===== src/sv/dual_wheel_incremental_pi_drive_macros.svh =====
// Assertion macros used by the top level of the dual-wheel PI drive RTL.
`ifndef DUAL_WHEEL_INCREMENTAL_PI_DRIVE_MACROS_SVH
`define DUAL_WHEEL_INCREMENTAL_PI_DRIVE_MACROS_SVH

// Same-cycle implication, disabled during reset.
`define DWPI_ASSERT_IMPLY(name, clk, rst, ante, cons, msg) \
   name: assert property (@(posedge clk) disable iff (rst) (ante) |-> (cons)) \
      else $error(msg);

// Next-cycle implication, disabled during reset.
`define DWPI_ASSERT_NEXT(name, clk, rst, ante, cons, msg) \
   name: assert property (@(posedge clk) disable iff (rst) (ante) |=> (cons)) \
      else $error(msg);

`endif


===== src/sv/dwpi_pkg.sv =====
// Shared types, constants and width helpers of the dual-wheel PI drive.
package dwpi_pkg;

   localparam int SPEED_BITS_DEF     = 9;
   localparam int GAIN_FRAC_BITS_DEF = 12;

   localparam int OP_W       = 3;
   localparam int GAIN_W     = 16;
   localparam int LIMIT_W    = 15;
   localparam int OFFSET_W   = 6;
   localparam int SCALE_W    = 8;
   localparam int ACC_W      = 16;
   localparam int DUTY_W     = 16;
   localparam int CSR_IDX_W  = 3;
   localparam int CSR_DATA_W = 16;

   localparam logic [GAIN_W-1:0]   GAIN_PROP_RST    = 16'd4096;
   localparam logic [GAIN_W-1:0]   GAIN_DIFF_RST    = 16'd1638;
   localparam logic [LIMIT_W-1:0]  DRIVE_LIMIT_RST  = 15'd7000;
   localparam logic [OFFSET_W-1:0] SHARP_OFFSET_RST = 6'd5;
   localparam logic [SCALE_W-1:0]  DIRECT_SCALE_RST = 8'd100;

   typedef enum logic [OP_W-1:0] {
      OP_STOP,
      OP_FORWARD,
      OP_LEFT,
      OP_RIGHT,
      OP_SHARP_LEFT,
      OP_SHARP_RIGHT,
      OP_FIND,
      OP_ADJUST
   } op_type;

   typedef enum logic [CSR_IDX_W-1:0] {
      REG_GAIN_PROP,
      REG_GAIN_DIFF,
      REG_DRIVE_LIMIT,
      REG_SHARP_OFFSET,
      REG_DIRECT_SCALE
   } reg_index_type;

   typedef enum logic [1:0] {
      LANE_ZERO,
      LANE_PI,
      LANE_DIRECT
   } lane_mode_type;

   typedef struct packed {
      logic load1;
      logic load2;
   } lane_ctl_type;

   typedef struct packed {
      logic [GAIN_W-1:0]  gain_prop;
      logic [GAIN_W-1:0]  gain_diff;
      logic [LIMIT_W-1:0] drive_limit;
      logic [SCALE_W-1:0] direct_scale;
   } lane_cfg_type;

   // A wheel target holds the speed plus the sharp-turn offset.
   function automatic int target_width(int speed_bits);
      return ((speed_bits > OFFSET_W + 1) ? speed_bits : OFFSET_W + 1) + 1;
   endfunction

   // A drive value holds either a clamped accumulator or a direct product.
   function automatic int drive_width(int speed_bits);
      return (speed_bits + SCALE_W + 1 > ACC_W) ? speed_bits + SCALE_W + 1 : ACC_W;
   endfunction

endpackage


===== src/sv/dwpi_ifs.sv =====
// Request, response and register-write channel interfaces of the PI drive.
interface dwpi_req_if #(
   parameter int SPEED_BITS = dwpi_pkg::SPEED_BITS_DEF
);
   logic                         valid;
   logic                         ready;
   logic [dwpi_pkg::OP_W-1:0]    op;
   logic signed [SPEED_BITS-1:0] target_speed;
   logic signed [SPEED_BITS-1:0] target_speed_right;
   logic signed [SPEED_BITS-1:0] measured_left;
   logic signed [SPEED_BITS-1:0] measured_right;

   modport source (output valid, op, target_speed, target_speed_right,
                   measured_left, measured_right, input ready);
   modport sink   (input valid, op, target_speed, target_speed_right,
                   measured_left, measured_right, output ready);
endinterface

interface dwpi_rsp_if;
   logic                          valid;
   logic                          ready;
   logic                          left_forward;
   logic [dwpi_pkg::DUTY_W-1:0]   left_duty;
   logic                          right_forward;
   logic [dwpi_pkg::DUTY_W-1:0]   right_duty;

   modport source (output valid, left_forward, left_duty, right_forward, right_duty,
                   input ready);
   modport sink   (input valid, left_forward, left_duty, right_forward, right_duty,
                   output ready);
endinterface

interface dwpi_csr_if;
   logic                              valid;
   logic                              ready;
   logic [dwpi_pkg::CSR_IDX_W-1:0]    index;
   logic [dwpi_pkg::CSR_DATA_W-1:0]   data;

   modport source (output valid, index, data, input ready);
   modport sink   (input valid, index, data, output ready);
endinterface


===== src/sv/dwpi_lane.sv =====
// One wheel lane: error, gain and direct products, then accumulator update, clamp and mode select.
module dwpi_lane #(
   parameter int SPEED_BITS     = dwpi_pkg::SPEED_BITS_DEF,
   parameter int GAIN_FRAC_BITS = dwpi_pkg::GAIN_FRAC_BITS_DEF
) (
   input  logic                                                clock,
   input  logic                                                reset,
   input  dwpi_pkg::lane_ctl_type                              ctl,
   input  dwpi_pkg::lane_cfg_type                              cfg,
   input  dwpi_pkg::lane_mode_type                             mode,
   input  logic signed [dwpi_pkg::target_width(SPEED_BITS)-1:0] target,
   input  logic signed [SPEED_BITS-1:0]                        measured,
   input  logic signed [SPEED_BITS-1:0]                        direct_speed,
   output logic signed [dwpi_pkg::drive_width(SPEED_BITS)-1:0] drive
);

   localparam int TW   = dwpi_pkg::target_width(SPEED_BITS);
   localparam int EW   = TW + 1;
   localparam int DEW  = EW + 1;
   localparam int PDW  = dwpi_pkg::GAIN_W + 1 + DEW;
   localparam int PPW  = dwpi_pkg::GAIN_W + 1 + EW;
   localparam int DW   = dwpi_pkg::drive_width(SPEED_BITS);
   localparam int AW   = dwpi_pkg::ACC_W;
   localparam int SW   = ((AW + GAIN_FRAC_BITS > PDW) ? AW + GAIN_FRAC_BITS : PDW) + 2;
   localparam int QW   = SW - GAIN_FRAC_BITS;

   logic signed [EW-1:0]  err;
   logic signed [DEW-1:0] err_delta;
   logic signed [PDW-1:0] prod_diff;
   logic signed [PPW-1:0] prod_prop;
   logic signed [DW-1:0]  prod_direct;

   logic signed [EW-1:0]  last_err_ff;
   logic signed [PDW-1:0] prod_diff_ff;
   logic signed [PPW-1:0] prod_prop_ff;
   logic signed [DW-1:0]  prod_direct_ff;
   dwpi_pkg::lane_mode_type mode_ff;

   logic signed [SW-1:0]  sum;
   logic signed [QW-1:0]  quot;
   logic signed [QW-1:0]  quot_trunc;
   logic signed [QW-1:0]  lim_pos;
   logic signed [QW-1:0]  lim_neg;
   logic                  round_up;
   logic signed [AW-1:0]  acc_in;
   logic signed [AW-1:0]  acc_ff;
   logic signed [DW-1:0]  drive_in;
   logic signed [DW-1:0]  drive_ff;

   always_comb begin
      err         = EW'(target) - EW'(measured);
      err_delta   = DEW'(err) - DEW'(last_err_ff);
      prod_diff   = PDW'($signed({1'b0, cfg.gain_diff})) * PDW'(err_delta);
      prod_prop   = PPW'($signed({1'b0, cfg.gain_prop})) * PPW'(err);
      prod_direct = DW'($signed({1'b0, cfg.direct_scale})) * DW'(direct_speed);
   end

   always_ff @(posedge clock) begin
      if (reset) begin
         last_err_ff <= '0;
      end else if (ctl.load1 && mode == dwpi_pkg::LANE_PI) begin
         last_err_ff <= err;
      end
   end

   always_ff @(posedge clock) begin
      if (ctl.load1) begin
         prod_diff_ff   <= prod_diff;
         prod_prop_ff   <= prod_prop;
         prod_direct_ff <= prod_direct;
         mode_ff        <= mode;
      end
   end

   always_comb begin
      sum        = (SW'(acc_ff) <<< GAIN_FRAC_BITS) + SW'(prod_diff_ff) + SW'(prod_prop_ff);
      round_up   = sum[SW-1] && (|sum[GAIN_FRAC_BITS-1:0]);
      quot       = sum[SW-1:GAIN_FRAC_BITS];
      quot_trunc = quot + $signed({{(QW-1){1'b0}}, round_up});
      lim_pos    = $signed({{(QW-dwpi_pkg::LIMIT_W){1'b0}}, cfg.drive_limit});
      lim_neg    = -lim_pos;
      if (quot_trunc > lim_pos) begin
         acc_in = AW'(lim_pos);
      end else if (quot_trunc < lim_neg) begin
         acc_in = AW'(lim_neg);
      end else begin
         acc_in = AW'(quot_trunc);
      end
      case (mode_ff)
         dwpi_pkg::LANE_PI:     drive_in = DW'(acc_in);
         dwpi_pkg::LANE_DIRECT: drive_in = prod_direct_ff;
         default:               drive_in = '0;
      endcase
   end

   always_ff @(posedge clock) begin
      if (reset) begin
         acc_ff <= '0;
      end else if (ctl.load2 && mode_ff == dwpi_pkg::LANE_PI) begin
         acc_ff <= acc_in;
      end
   end

   always_ff @(posedge clock) begin
      if (ctl.load2) begin
         drive_ff <= drive_in;
      end
   end

   assign drive = drive_ff;

endmodule


===== src/sv/dwpi_merge.sv =====
// Output stage that turns both lane drive values into direction and duty.
module dwpi_merge #(
   parameter int SPEED_BITS = dwpi_pkg::SPEED_BITS_DEF
) (
   input  logic                                                clock,
   input  logic                                                load,
   input  logic signed [dwpi_pkg::drive_width(SPEED_BITS)-1:0] drive_left,
   input  logic signed [dwpi_pkg::drive_width(SPEED_BITS)-1:0] drive_right,
   output logic                                                left_forward,
   output logic [dwpi_pkg::DUTY_W-1:0]                         left_duty,
   output logic                                                right_forward,
   output logic [dwpi_pkg::DUTY_W-1:0]                         right_duty
);

   localparam int DW = dwpi_pkg::drive_width(SPEED_BITS);

   logic signed [DW-1:0]           neg_left;
   logic signed [DW-1:0]           neg_right;
   logic                           left_forward_in;
   logic                           right_forward_in;
   logic [dwpi_pkg::DUTY_W-1:0]    left_duty_in;
   logic [dwpi_pkg::DUTY_W-1:0]    right_duty_in;
   logic                           left_forward_ff;
   logic                           right_forward_ff;
   logic [dwpi_pkg::DUTY_W-1:0]    left_duty_ff;
   logic [dwpi_pkg::DUTY_W-1:0]    right_duty_ff;

   always_comb begin
      neg_left         = -drive_left;
      neg_right        = -drive_right;
      left_forward_in  = !drive_left[DW-1] && (|drive_left);
      right_forward_in = !drive_right[DW-1] && (|drive_right);
      left_duty_in     = drive_left[DW-1] ? neg_left[dwpi_pkg::DUTY_W-1:0]
                                          : drive_left[dwpi_pkg::DUTY_W-1:0];
      right_duty_in    = drive_right[DW-1] ? neg_right[dwpi_pkg::DUTY_W-1:0]
                                           : drive_right[dwpi_pkg::DUTY_W-1:0];
   end

   always_ff @(posedge clock) begin
      if (load) begin
         left_forward_ff  <= left_forward_in;
         left_duty_ff     <= left_duty_in;
         right_forward_ff <= right_forward_in;
         right_duty_ff    <= right_duty_in;
      end
   end

   assign left_forward  = left_forward_ff;
   assign left_duty     = left_duty_ff;
   assign right_forward = right_forward_ff;
   assign right_duty    = right_duty_ff;

endmodule


===== src/sv/dual_wheel_incremental_pi_drive.sv =====
// Top level of the dual-wheel incremental PI drive.
// The block accepts one request per clock cycle unless stalled, and its response
// passes two stages in each wheel lane (gain products, then accumulator
// update with truncation and clamping) and one output register that forms the
// direction bits and duty magnitudes. The accumulator recurrence closes inside
// the second lane stage, so consecutive requests never wait on each other;
// only a held response that the sink does not take stalls the pipeline.
// Register writes are taken in any cycle and should be made while idle.
`include "dual_wheel_incremental_pi_drive_macros.svh"

module dual_wheel_incremental_pi_drive #(
   parameter int SPEED_BITS     = dwpi_pkg::SPEED_BITS_DEF,
   parameter int GAIN_FRAC_BITS = dwpi_pkg::GAIN_FRAC_BITS_DEF
) (
   input  logic         clock,
   input  logic         reset,
   dwpi_req_if.sink     req_if,
   dwpi_rsp_if.source   rsp_if,
   dwpi_csr_if.sink     csr_if
);

   localparam int TW = dwpi_pkg::target_width(SPEED_BITS);
   localparam int DW = dwpi_pkg::drive_width(SPEED_BITS);

   logic [dwpi_pkg::GAIN_W-1:0]   gain_prop_ff;
   logic [dwpi_pkg::GAIN_W-1:0]   gain_diff_ff;
   logic [dwpi_pkg::LIMIT_W-1:0]  drive_limit_ff;
   logic [dwpi_pkg::OFFSET_W-1:0] sharp_offset_ff;
   logic [dwpi_pkg::SCALE_W-1:0]  direct_scale_ff;
   dwpi_pkg::lane_cfg_type        lane_cfg;

   logic v1_ff;
   logic v2_ff;
   logic v3_ff;
   logic en1;
   logic en2;
   logic en3;
   dwpi_pkg::lane_ctl_type lane_ctl;

   logic signed [TW-1:0] spd;
   logic signed [TW-1:0] spd_half;
   logic signed [TW-1:0] spd_sharp;
   logic signed [TW-1:0] target_left;
   logic signed [TW-1:0] target_right;
   dwpi_pkg::lane_mode_type mode_left;
   dwpi_pkg::lane_mode_type mode_right;
   logic signed [DW-1:0] drive_left;
   logic signed [DW-1:0] drive_right;

   assign csr_if.ready = 1'b1;

   always_ff @(posedge clock) begin
      if (reset) begin
         gain_prop_ff    <= dwpi_pkg::GAIN_PROP_RST;
         gain_diff_ff    <= dwpi_pkg::GAIN_DIFF_RST;
         drive_limit_ff  <= dwpi_pkg::DRIVE_LIMIT_RST;
         sharp_offset_ff <= dwpi_pkg::SHARP_OFFSET_RST;
         direct_scale_ff <= dwpi_pkg::DIRECT_SCALE_RST;
      end else if (csr_if.valid) begin
         case (dwpi_pkg::reg_index_type'(csr_if.index))
            dwpi_pkg::REG_GAIN_PROP: begin
               gain_prop_ff <= csr_if.data[dwpi_pkg::GAIN_W-1:0];
            end
            dwpi_pkg::REG_GAIN_DIFF: begin
               gain_diff_ff <= csr_if.data[dwpi_pkg::GAIN_W-1:0];
            end
            dwpi_pkg::REG_DRIVE_LIMIT: begin
               drive_limit_ff <= csr_if.data[dwpi_pkg::LIMIT_W-1:0];
            end
            dwpi_pkg::REG_SHARP_OFFSET: begin
               sharp_offset_ff <= csr_if.data[dwpi_pkg::OFFSET_W-1:0];
            end
            dwpi_pkg::REG_DIRECT_SCALE: begin
               direct_scale_ff <= csr_if.data[dwpi_pkg::SCALE_W-1:0];
            end
            default: begin
            end
         endcase
      end
   end

   always_comb begin
      lane_cfg.gain_prop    = gain_prop_ff;
      lane_cfg.gain_diff    = gain_diff_ff;
      lane_cfg.drive_limit  = drive_limit_ff;
      lane_cfg.direct_scale = direct_scale_ff;
   end

   always_comb begin
      en3            = !v3_ff || rsp_if.ready;
      en2            = !v2_ff || en3;
      en1            = !v1_ff || en2;
      req_if.ready   = en1;
      lane_ctl.load1 = req_if.valid && en1;
      lane_ctl.load2 = v1_ff && en2;
   end

   always_ff @(posedge clock) begin
      if (reset) begin
         v1_ff <= 1'b0;
         v2_ff <= 1'b0;
         v3_ff <= 1'b0;
      end else begin
         if (en1) begin
            v1_ff <= req_if.valid;
         end
         if (en2) begin
            v2_ff <= v1_ff;
         end
         if (en3) begin
            v3_ff <= v2_ff;
         end
      end
   end

   // Halving rounds toward zero, so negative odd speeds get one added first.
   always_comb begin
      spd       = TW'(req_if.target_speed);
      spd_half  = (spd + $signed({{(TW-1){1'b0}}, spd[TW-1]})) >>> 1;
      spd_sharp = spd + $signed({{(TW-dwpi_pkg::OFFSET_W){1'b0}}, sharp_offset_ff});
      target_left  = spd;
      target_right = spd;
      mode_left    = dwpi_pkg::LANE_PI;
      mode_right   = dwpi_pkg::LANE_PI;
      case (dwpi_pkg::op_type'(req_if.op))
         dwpi_pkg::OP_STOP: begin
            mode_left  = dwpi_pkg::LANE_ZERO;
            mode_right = dwpi_pkg::LANE_ZERO;
         end
         dwpi_pkg::OP_LEFT:        target_left  = spd_half;
         dwpi_pkg::OP_RIGHT:       target_right = spd_half;
         dwpi_pkg::OP_SHARP_LEFT:  target_right = spd_sharp;
         dwpi_pkg::OP_SHARP_RIGHT: target_left  = spd_sharp;
         dwpi_pkg::OP_FIND: begin
            mode_left  = dwpi_pkg::LANE_DIRECT;
            mode_right = dwpi_pkg::LANE_ZERO;
         end
         dwpi_pkg::OP_ADJUST: begin
            mode_left  = dwpi_pkg::LANE_DIRECT;
            mode_right = dwpi_pkg::LANE_DIRECT;
         end
         default: begin
         end
      endcase
   end

   dwpi_lane #(
      .SPEED_BITS     (SPEED_BITS),
      .GAIN_FRAC_BITS (GAIN_FRAC_BITS)
   ) u_lane_left (
      .clock        (clock),
      .reset        (reset),
      .ctl          (lane_ctl),
      .cfg          (lane_cfg),
      .mode         (mode_left),
      .target       (target_left),
      .measured     (req_if.measured_left),
      .direct_speed (req_if.target_speed),
      .drive        (drive_left)
   );

   dwpi_lane #(
      .SPEED_BITS     (SPEED_BITS),
      .GAIN_FRAC_BITS (GAIN_FRAC_BITS)
   ) u_lane_right (
      .clock        (clock),
      .reset        (reset),
      .ctl          (lane_ctl),
      .cfg          (lane_cfg),
      .mode         (mode_right),
      .target       (target_right),
      .measured     (req_if.measured_right),
      .direct_speed (req_if.target_speed_right),
      .drive        (drive_right)
   );

   dwpi_merge #(
      .SPEED_BITS (SPEED_BITS)
   ) u_merge (
      .clock         (clock),
      .load          (v2_ff && en3),
      .drive_left    (drive_left),
      .drive_right   (drive_right),
      .left_forward  (rsp_if.left_forward),
      .left_duty     (rsp_if.left_duty),
      .right_forward (rsp_if.right_forward),
      .right_duty    (rsp_if.right_duty)
   );

   assign rsp_if.valid = v3_ff;

   `DWPI_ASSERT_IMPLY(a_stall_only_when_full, clock, reset, !req_if.ready, v1_ff && v2_ff && v3_ff, "request stalled while the pipeline has room")
   `DWPI_ASSERT_IMPLY(a_full_blocked_stalls, clock, reset, v1_ff && v2_ff && v3_ff && !rsp_if.ready, !req_if.ready, "request taken while the full pipeline is blocked")
   `DWPI_ASSERT_IMPLY(a_rsp_from_stage_two, clock, reset, $rose(v3_ff), $past(v2_ff), "response appeared without a request in the lane pipeline")
   `DWPI_ASSERT_NEXT(a_accept_fills_stage_one, clock, reset, req_if.valid && req_if.ready, v1_ff, "accepted request did not enter the lanes")

endmodule


===== src/flat_wrapper.sv =====
// flat-port wrapper written by rule: the top's interface ports become plain ports
module dual_wheel_incremental_pi_drive_flat 
#(
   parameter int SPEED_BITS     = dwpi_pkg::SPEED_BITS_DEF,
   parameter int GAIN_FRAC_BITS = dwpi_pkg::GAIN_FRAC_BITS_DEF
)
  (clock, reset, req_if_valid, req_if_op, req_if_target_speed, req_if_target_speed_right, req_if_measured_left, req_if_measured_right, req_if_ready, rsp_if_valid, rsp_if_left_forward, rsp_if_left_duty, rsp_if_right_forward, rsp_if_right_duty, rsp_if_ready, csr_if_valid, csr_if_index, csr_if_data, csr_if_ready);
  dwpi_req_if #(.SPEED_BITS(SPEED_BITS)) req_if_i ();
  dwpi_rsp_if rsp_if_i ();
  dwpi_csr_if csr_if_i ();
  input  logic clock;
  input  logic reset;
  input wire logic [$bits(req_if_i.valid)-1:0] req_if_valid;
  input wire logic [$bits(req_if_i.op)-1:0] req_if_op;
  input wire logic [$bits(req_if_i.target_speed)-1:0] req_if_target_speed;
  input wire logic [$bits(req_if_i.target_speed_right)-1:0] req_if_target_speed_right;
  input wire logic [$bits(req_if_i.measured_left)-1:0] req_if_measured_left;
  input wire logic [$bits(req_if_i.measured_right)-1:0] req_if_measured_right;
  output wire logic [$bits(req_if_i.ready)-1:0] req_if_ready;
  output wire logic [$bits(rsp_if_i.valid)-1:0] rsp_if_valid;
  output wire logic [$bits(rsp_if_i.left_forward)-1:0] rsp_if_left_forward;
  output wire logic [$bits(rsp_if_i.left_duty)-1:0] rsp_if_left_duty;
  output wire logic [$bits(rsp_if_i.right_forward)-1:0] rsp_if_right_forward;
  output wire logic [$bits(rsp_if_i.right_duty)-1:0] rsp_if_right_duty;
  input wire logic [$bits(rsp_if_i.ready)-1:0] rsp_if_ready;
  input wire logic [$bits(csr_if_i.valid)-1:0] csr_if_valid;
  input wire logic [$bits(csr_if_i.index)-1:0] csr_if_index;
  input wire logic [$bits(csr_if_i.data)-1:0] csr_if_data;
  output wire logic [$bits(csr_if_i.ready)-1:0] csr_if_ready;
  assign req_if_i.valid = req_if_valid;
  assign req_if_i.op = req_if_op;
  assign req_if_i.target_speed = req_if_target_speed;
  assign req_if_i.target_speed_right = req_if_target_speed_right;
  assign req_if_i.measured_left = req_if_measured_left;
  assign req_if_i.measured_right = req_if_measured_right;
  assign req_if_ready = req_if_i.ready;
  assign rsp_if_valid = rsp_if_i.valid;
  assign rsp_if_left_forward = rsp_if_i.left_forward;
  assign rsp_if_left_duty = rsp_if_i.left_duty;
  assign rsp_if_right_forward = rsp_if_i.right_forward;
  assign rsp_if_right_duty = rsp_if_i.right_duty;
  assign rsp_if_i.ready = rsp_if_ready;
  assign csr_if_i.valid = csr_if_valid;
  assign csr_if_i.index = csr_if_index;
  assign csr_if_i.data = csr_if_data;
  assign csr_if_ready = csr_if_i.ready;
  dual_wheel_incremental_pi_drive #(.SPEED_BITS(SPEED_BITS), .GAIN_FRAC_BITS(GAIN_FRAC_BITS)) u_core (.clock(clock), .reset(reset), .req_if(req_if_i), .rsp_if(rsp_if_i), .csr_if(csr_if_i));
endmodule

===== config.mk =====
export PLATFORM = sky130hd
export DESIGN_NAME = dual_wheel_incremental_pi_drive_flat
export DESIGN_NICKNAME = d
export VERILOG_FILES = /design/src/sv/dwpi_pkg.sv /design/src/sv/dwpi_ifs.sv /design/src/sv/dwpi_lane.sv /design/src/sv/dwpi_merge.sv /design/src/sv/dual_wheel_incremental_pi_drive.sv /design/src/flat_wrapper.sv
export VERILOG_INCLUDE_DIRS = /design/src /design/src/sv
export SDC_FILE = /design/constraint.sdc
export NUM_CORES = 2
export LEC_CHECK = 0
export ABC_CLOCK_PERIOD_IN_PS = 17390
export BUFFER_PORTS_ARGS = -buffer_cell sky130_fd_sc_hd__buf_2
export CAP_MARGIN = 30
export CORE_ASPECT_RATIO = 0.8
export CORE_MARGIN = 3
export CORE_UTILIZATION = 25
export DETAILED_ROUTE_END_ITERATION = 8
export GPL_TIMING_DRIVEN = 0
export MAX_ROUTING_LAYER = met4
export SKIP_CTS_REPAIR_TIMING = 1
export SYNTH_ARGS = -nofsm -noshare
export SYNTH_HDL_FRONTEND = slang
export SYNTH_SLANG_ARGS = --single-unit

===== constraint.sdc =====
create_clock -name clock -period 17.39 [get_ports clock]
set_input_delay 1.739 -clock clock [delete_from_list [all_inputs] [get_ports clock]]
set_output_delay 1.739 -clock clock [all_outputs]
set_load 0.05 [all_outputs]

==> flow_summary.json <==
{
  "n_fill_cell": 21690,
  "io_pins": 100,
  "multi_input_area_um2": 38010,
  "grt_pass1_wl_um": 253200,
  "ys_seq_elements": 342,
  "rsz0062_at_grt": "false",
  "synth_fp_nets": 7050,
  "cts_tree": "yes",
  "crit_type": "in -> reg",
  "syn_area_um2": 51300,
  "yosys.cell_types.count": 95,
  "die_width_um": 512.5,
  "route.met2.wl_um": 69190,
  "place_congestion": 0.9788,
  "yosys-top-cells-count": "inv_1 (899), nand2_1 (746), fa_1 (661)",
  "cts_buffers": 39,
  "cts_max_level": 2,
  "hpwl_um": 138700,
  "yosysMostFrequentCell": "inv_1",
  "io_buffer_count": 94,
  "async_reset_ff_share_pct": 0,
  "ant_nets": 0,
  "tightestPinTransition_ns": 1.647,
  "clkSlewWorstSetupHoldPaths_ns": 0.06,
  "finalSetupViolCount": 0,
  "grt_usage_pct": 16.19,
  "endpoint_kind": "flip-flop",
  "drtIter0Drc": 3577,
  "wl_per_cell_um": 19.60,
  "top_layer": "met4",
  "chipHeight_um": 411.2,
  "yosysWarnings": 0,
  "synth_top_area_cell": "fa_1",
  "synth.avg_cell_area_um2": 9.028,
  "antenna_found_initial": 11,
  "layout-drive-gt1-share_pct": 5.388,
  "start_util_pct": 25.18,
  "cts_buffer_depth": 3,
  "fin_skew_ns": 0.04571,
  "core_um2": 203700,
  "slowest_delay_ns": 1.18,
  "synth_area_leaders": "fa_1 (26%), ha_1 (16%), edfxtp_1 (13%), inv_1 (6.6%), nand2_1 (5.5%)",
  "hold_violations": 0,
  "clk_latency_ns": 0.65,
  "viasPerCell": 4.807,
  "cts.sinks": 342,
  "status": "finished, violations left",
  "syn_to_final_growth_pct": 11.06,
  "routed_wirelength_um": 168400,
  "drc": 0,
  "violations": "slew limit",
  "syn_inst": 5682,
  "crit_fanout": 10,
  "relSlewSlack_pct": -9.826,
  "maxCapViolCount": 0,
  "ff_latch_area_um2": 9089,
  "dominantRegCellSynth": "edfxtp_1",
  "period_needed_ns": 14.92,
  "route.met3.wl_um": 16930,
  "whs_ns": 0.4564,
  "grt_start_max_net_pins": 39,
  "vias": 41310,
  "wl_met1_um": 79080,
  "drt_first_pass_iters": 6,
  "setup.worst_path.start_class": "primary input",
  "post-route-period-util_pct": 85.82,
  "drv_slew": 1,
  "cp_data_arrival_time_ns": 15.29,
  "num_rows": 148,
  "critPathRequiredTime_ns": 17.75,
  "grt_pass1_vias": 40460,
  "max_clock_freq_mhz": 67.01,
  "cpMaxStageDelayCell": "a222oi_1",
  "grt-ovfl-total": 0,
  "synth_edf_count": 224,
  "die-area_um2": 210700,
  "cts-root-buf": "clkbuf_16",
  "hold_path.class": "reg -> reg",
  "fin_nets": 7220,
  "seq_area_frac_synth_pct": 17.72,
  "synth_top_area_share_pct": 25.80
}
[cells by family after synthesis]
logic type	count (synthesis)	share of synthesized area, %
adder cells (fa/ha/maj)	1305	41.50
multiplexers	36	0.7171
AO/OA/AOI/OAI	813	10.07
buffers and inverters	1124	8.283
AND/OR/NAND/NOR	1803	17.28
flip-flops	342	17.72
other	1	0.007310
XOR/XNOR	258	4.420
[worst max-delay path: cells and delay by family]
family                   cells  cell delay, ns
adder cells (fa/ha/maj)      8            3.79
AO/OA/AOI/OAI               15            5.35
multiplexers                 1            0.61
XOR/XNOR                     1            0.11
AND/OR/NAND/NOR              4            0.44
buffers and inverters        9            3.20
[through the flow]
stage	util [%]	cell area, um^2	setup slack (ns)	instances	setup TNS [ns]
after floorplan	-	51300	5.730	5682	0
after global placement	27.07	55150	-1.033	8476	-14.35
after detailed placement	27.28	55570	2.239	8509	0
after CTS	27.95	56930	2.852	8581	0
after global routing	27.97	56970	2.027	8592	0
final	27.97	56970	2.466	8595	0
[registers in the layout (all words and copies together), names as in the netlist, 16 cells and up]
| register | cells |
|---|---|
| u_core.u_lane_left.prod_diff_ff | 29 |
| u_core.u_merge.right_duty | 16 |
| u_core.u_lane_right.drive | 18 |
| u_core.u_lane_right.prod_prop_ff | 28 |
| u_core.u_lane_left.prod_direct_ff | 18 |
| u_core.u_lane_right.prod_diff_ff | 29 |
| u_core.gain_diff_ff | 16 |
| u_core.u_lane_left.drive | 18 |
| u_core.gain_prop_ff | 16 |
| u_core.u_lane_left.prod_prop_ff | 28 |
| u_core.u_lane_right.prod_direct_ff | 18 |
| u_core.u_merge.left_duty | 16 |
| u_core.u_lane_left.acc_ff | 16 |
| u_core.u_lane_right.acc_ff | 16 |
[placed cells by master, fill, tap and decap left out, drive strengths merged, types with 53 or more instances in the layout]
cell	instances
fa	661
buf	145
a21o	55
nor2	209
edfxtp	224
nor2b	117
dfxtp	118
clkbuf	254
xor2	73
nand2b	69
a21oi	257
ha	644
inv	909
nor3	53
o21ai	186
and2	332
xnor2	185
nand2	747
or2	59
nand3	74
[final cells by class]
class	instances	area share, %
Buffer	224	1.528
Tap cell	2700	5.930
Inverter	900	5.930
Antenna cell	12	0.05271
Sequential cell	342	15.95
Clock buffer	46	1.843
Multi-Input combinational cell	4216	66.71
Timing Repair Buffer	129	1.509
Clock inverter	26	0.5468
[worst paths after layout]
path | cells past startpoint | to | slack (ns) | startpoint
max | 38 | u_core.u_lane_left.prod_diff_ff[27] | 2.47 | req_if_op[1]
min | 2 | u_core.u_lane_left.last_err_ff[7] | 0.46 | u_core.u_lane_left.last_err_ff[7]
max reg2reg | 38 | u_core.u_lane_left.prod_diff_ff[27] | 3.64 | u_core.sharp_offset_ff[0]
min reg2reg | 2 | u_core.u_lane_left.last_err_ff[7] | 0.46 | u_core.u_lane_left.last_err_ff[7]
[routing by layer]
| metal | GRT usage (%) | vias up |
|---|---|---|
| li1 | - | 18820 |
| met1 | 23.49 | 20690 |
| met2 | 22.81 | 1623 |
| met3 | 3.804 | 178 |
| met4 | 3.045 | 0 |
| met5 | - | - |
Power is left out: the tool's default activity adds up to more than one toggle a clock period on the data nets, which glitch-free logic cannot reach.
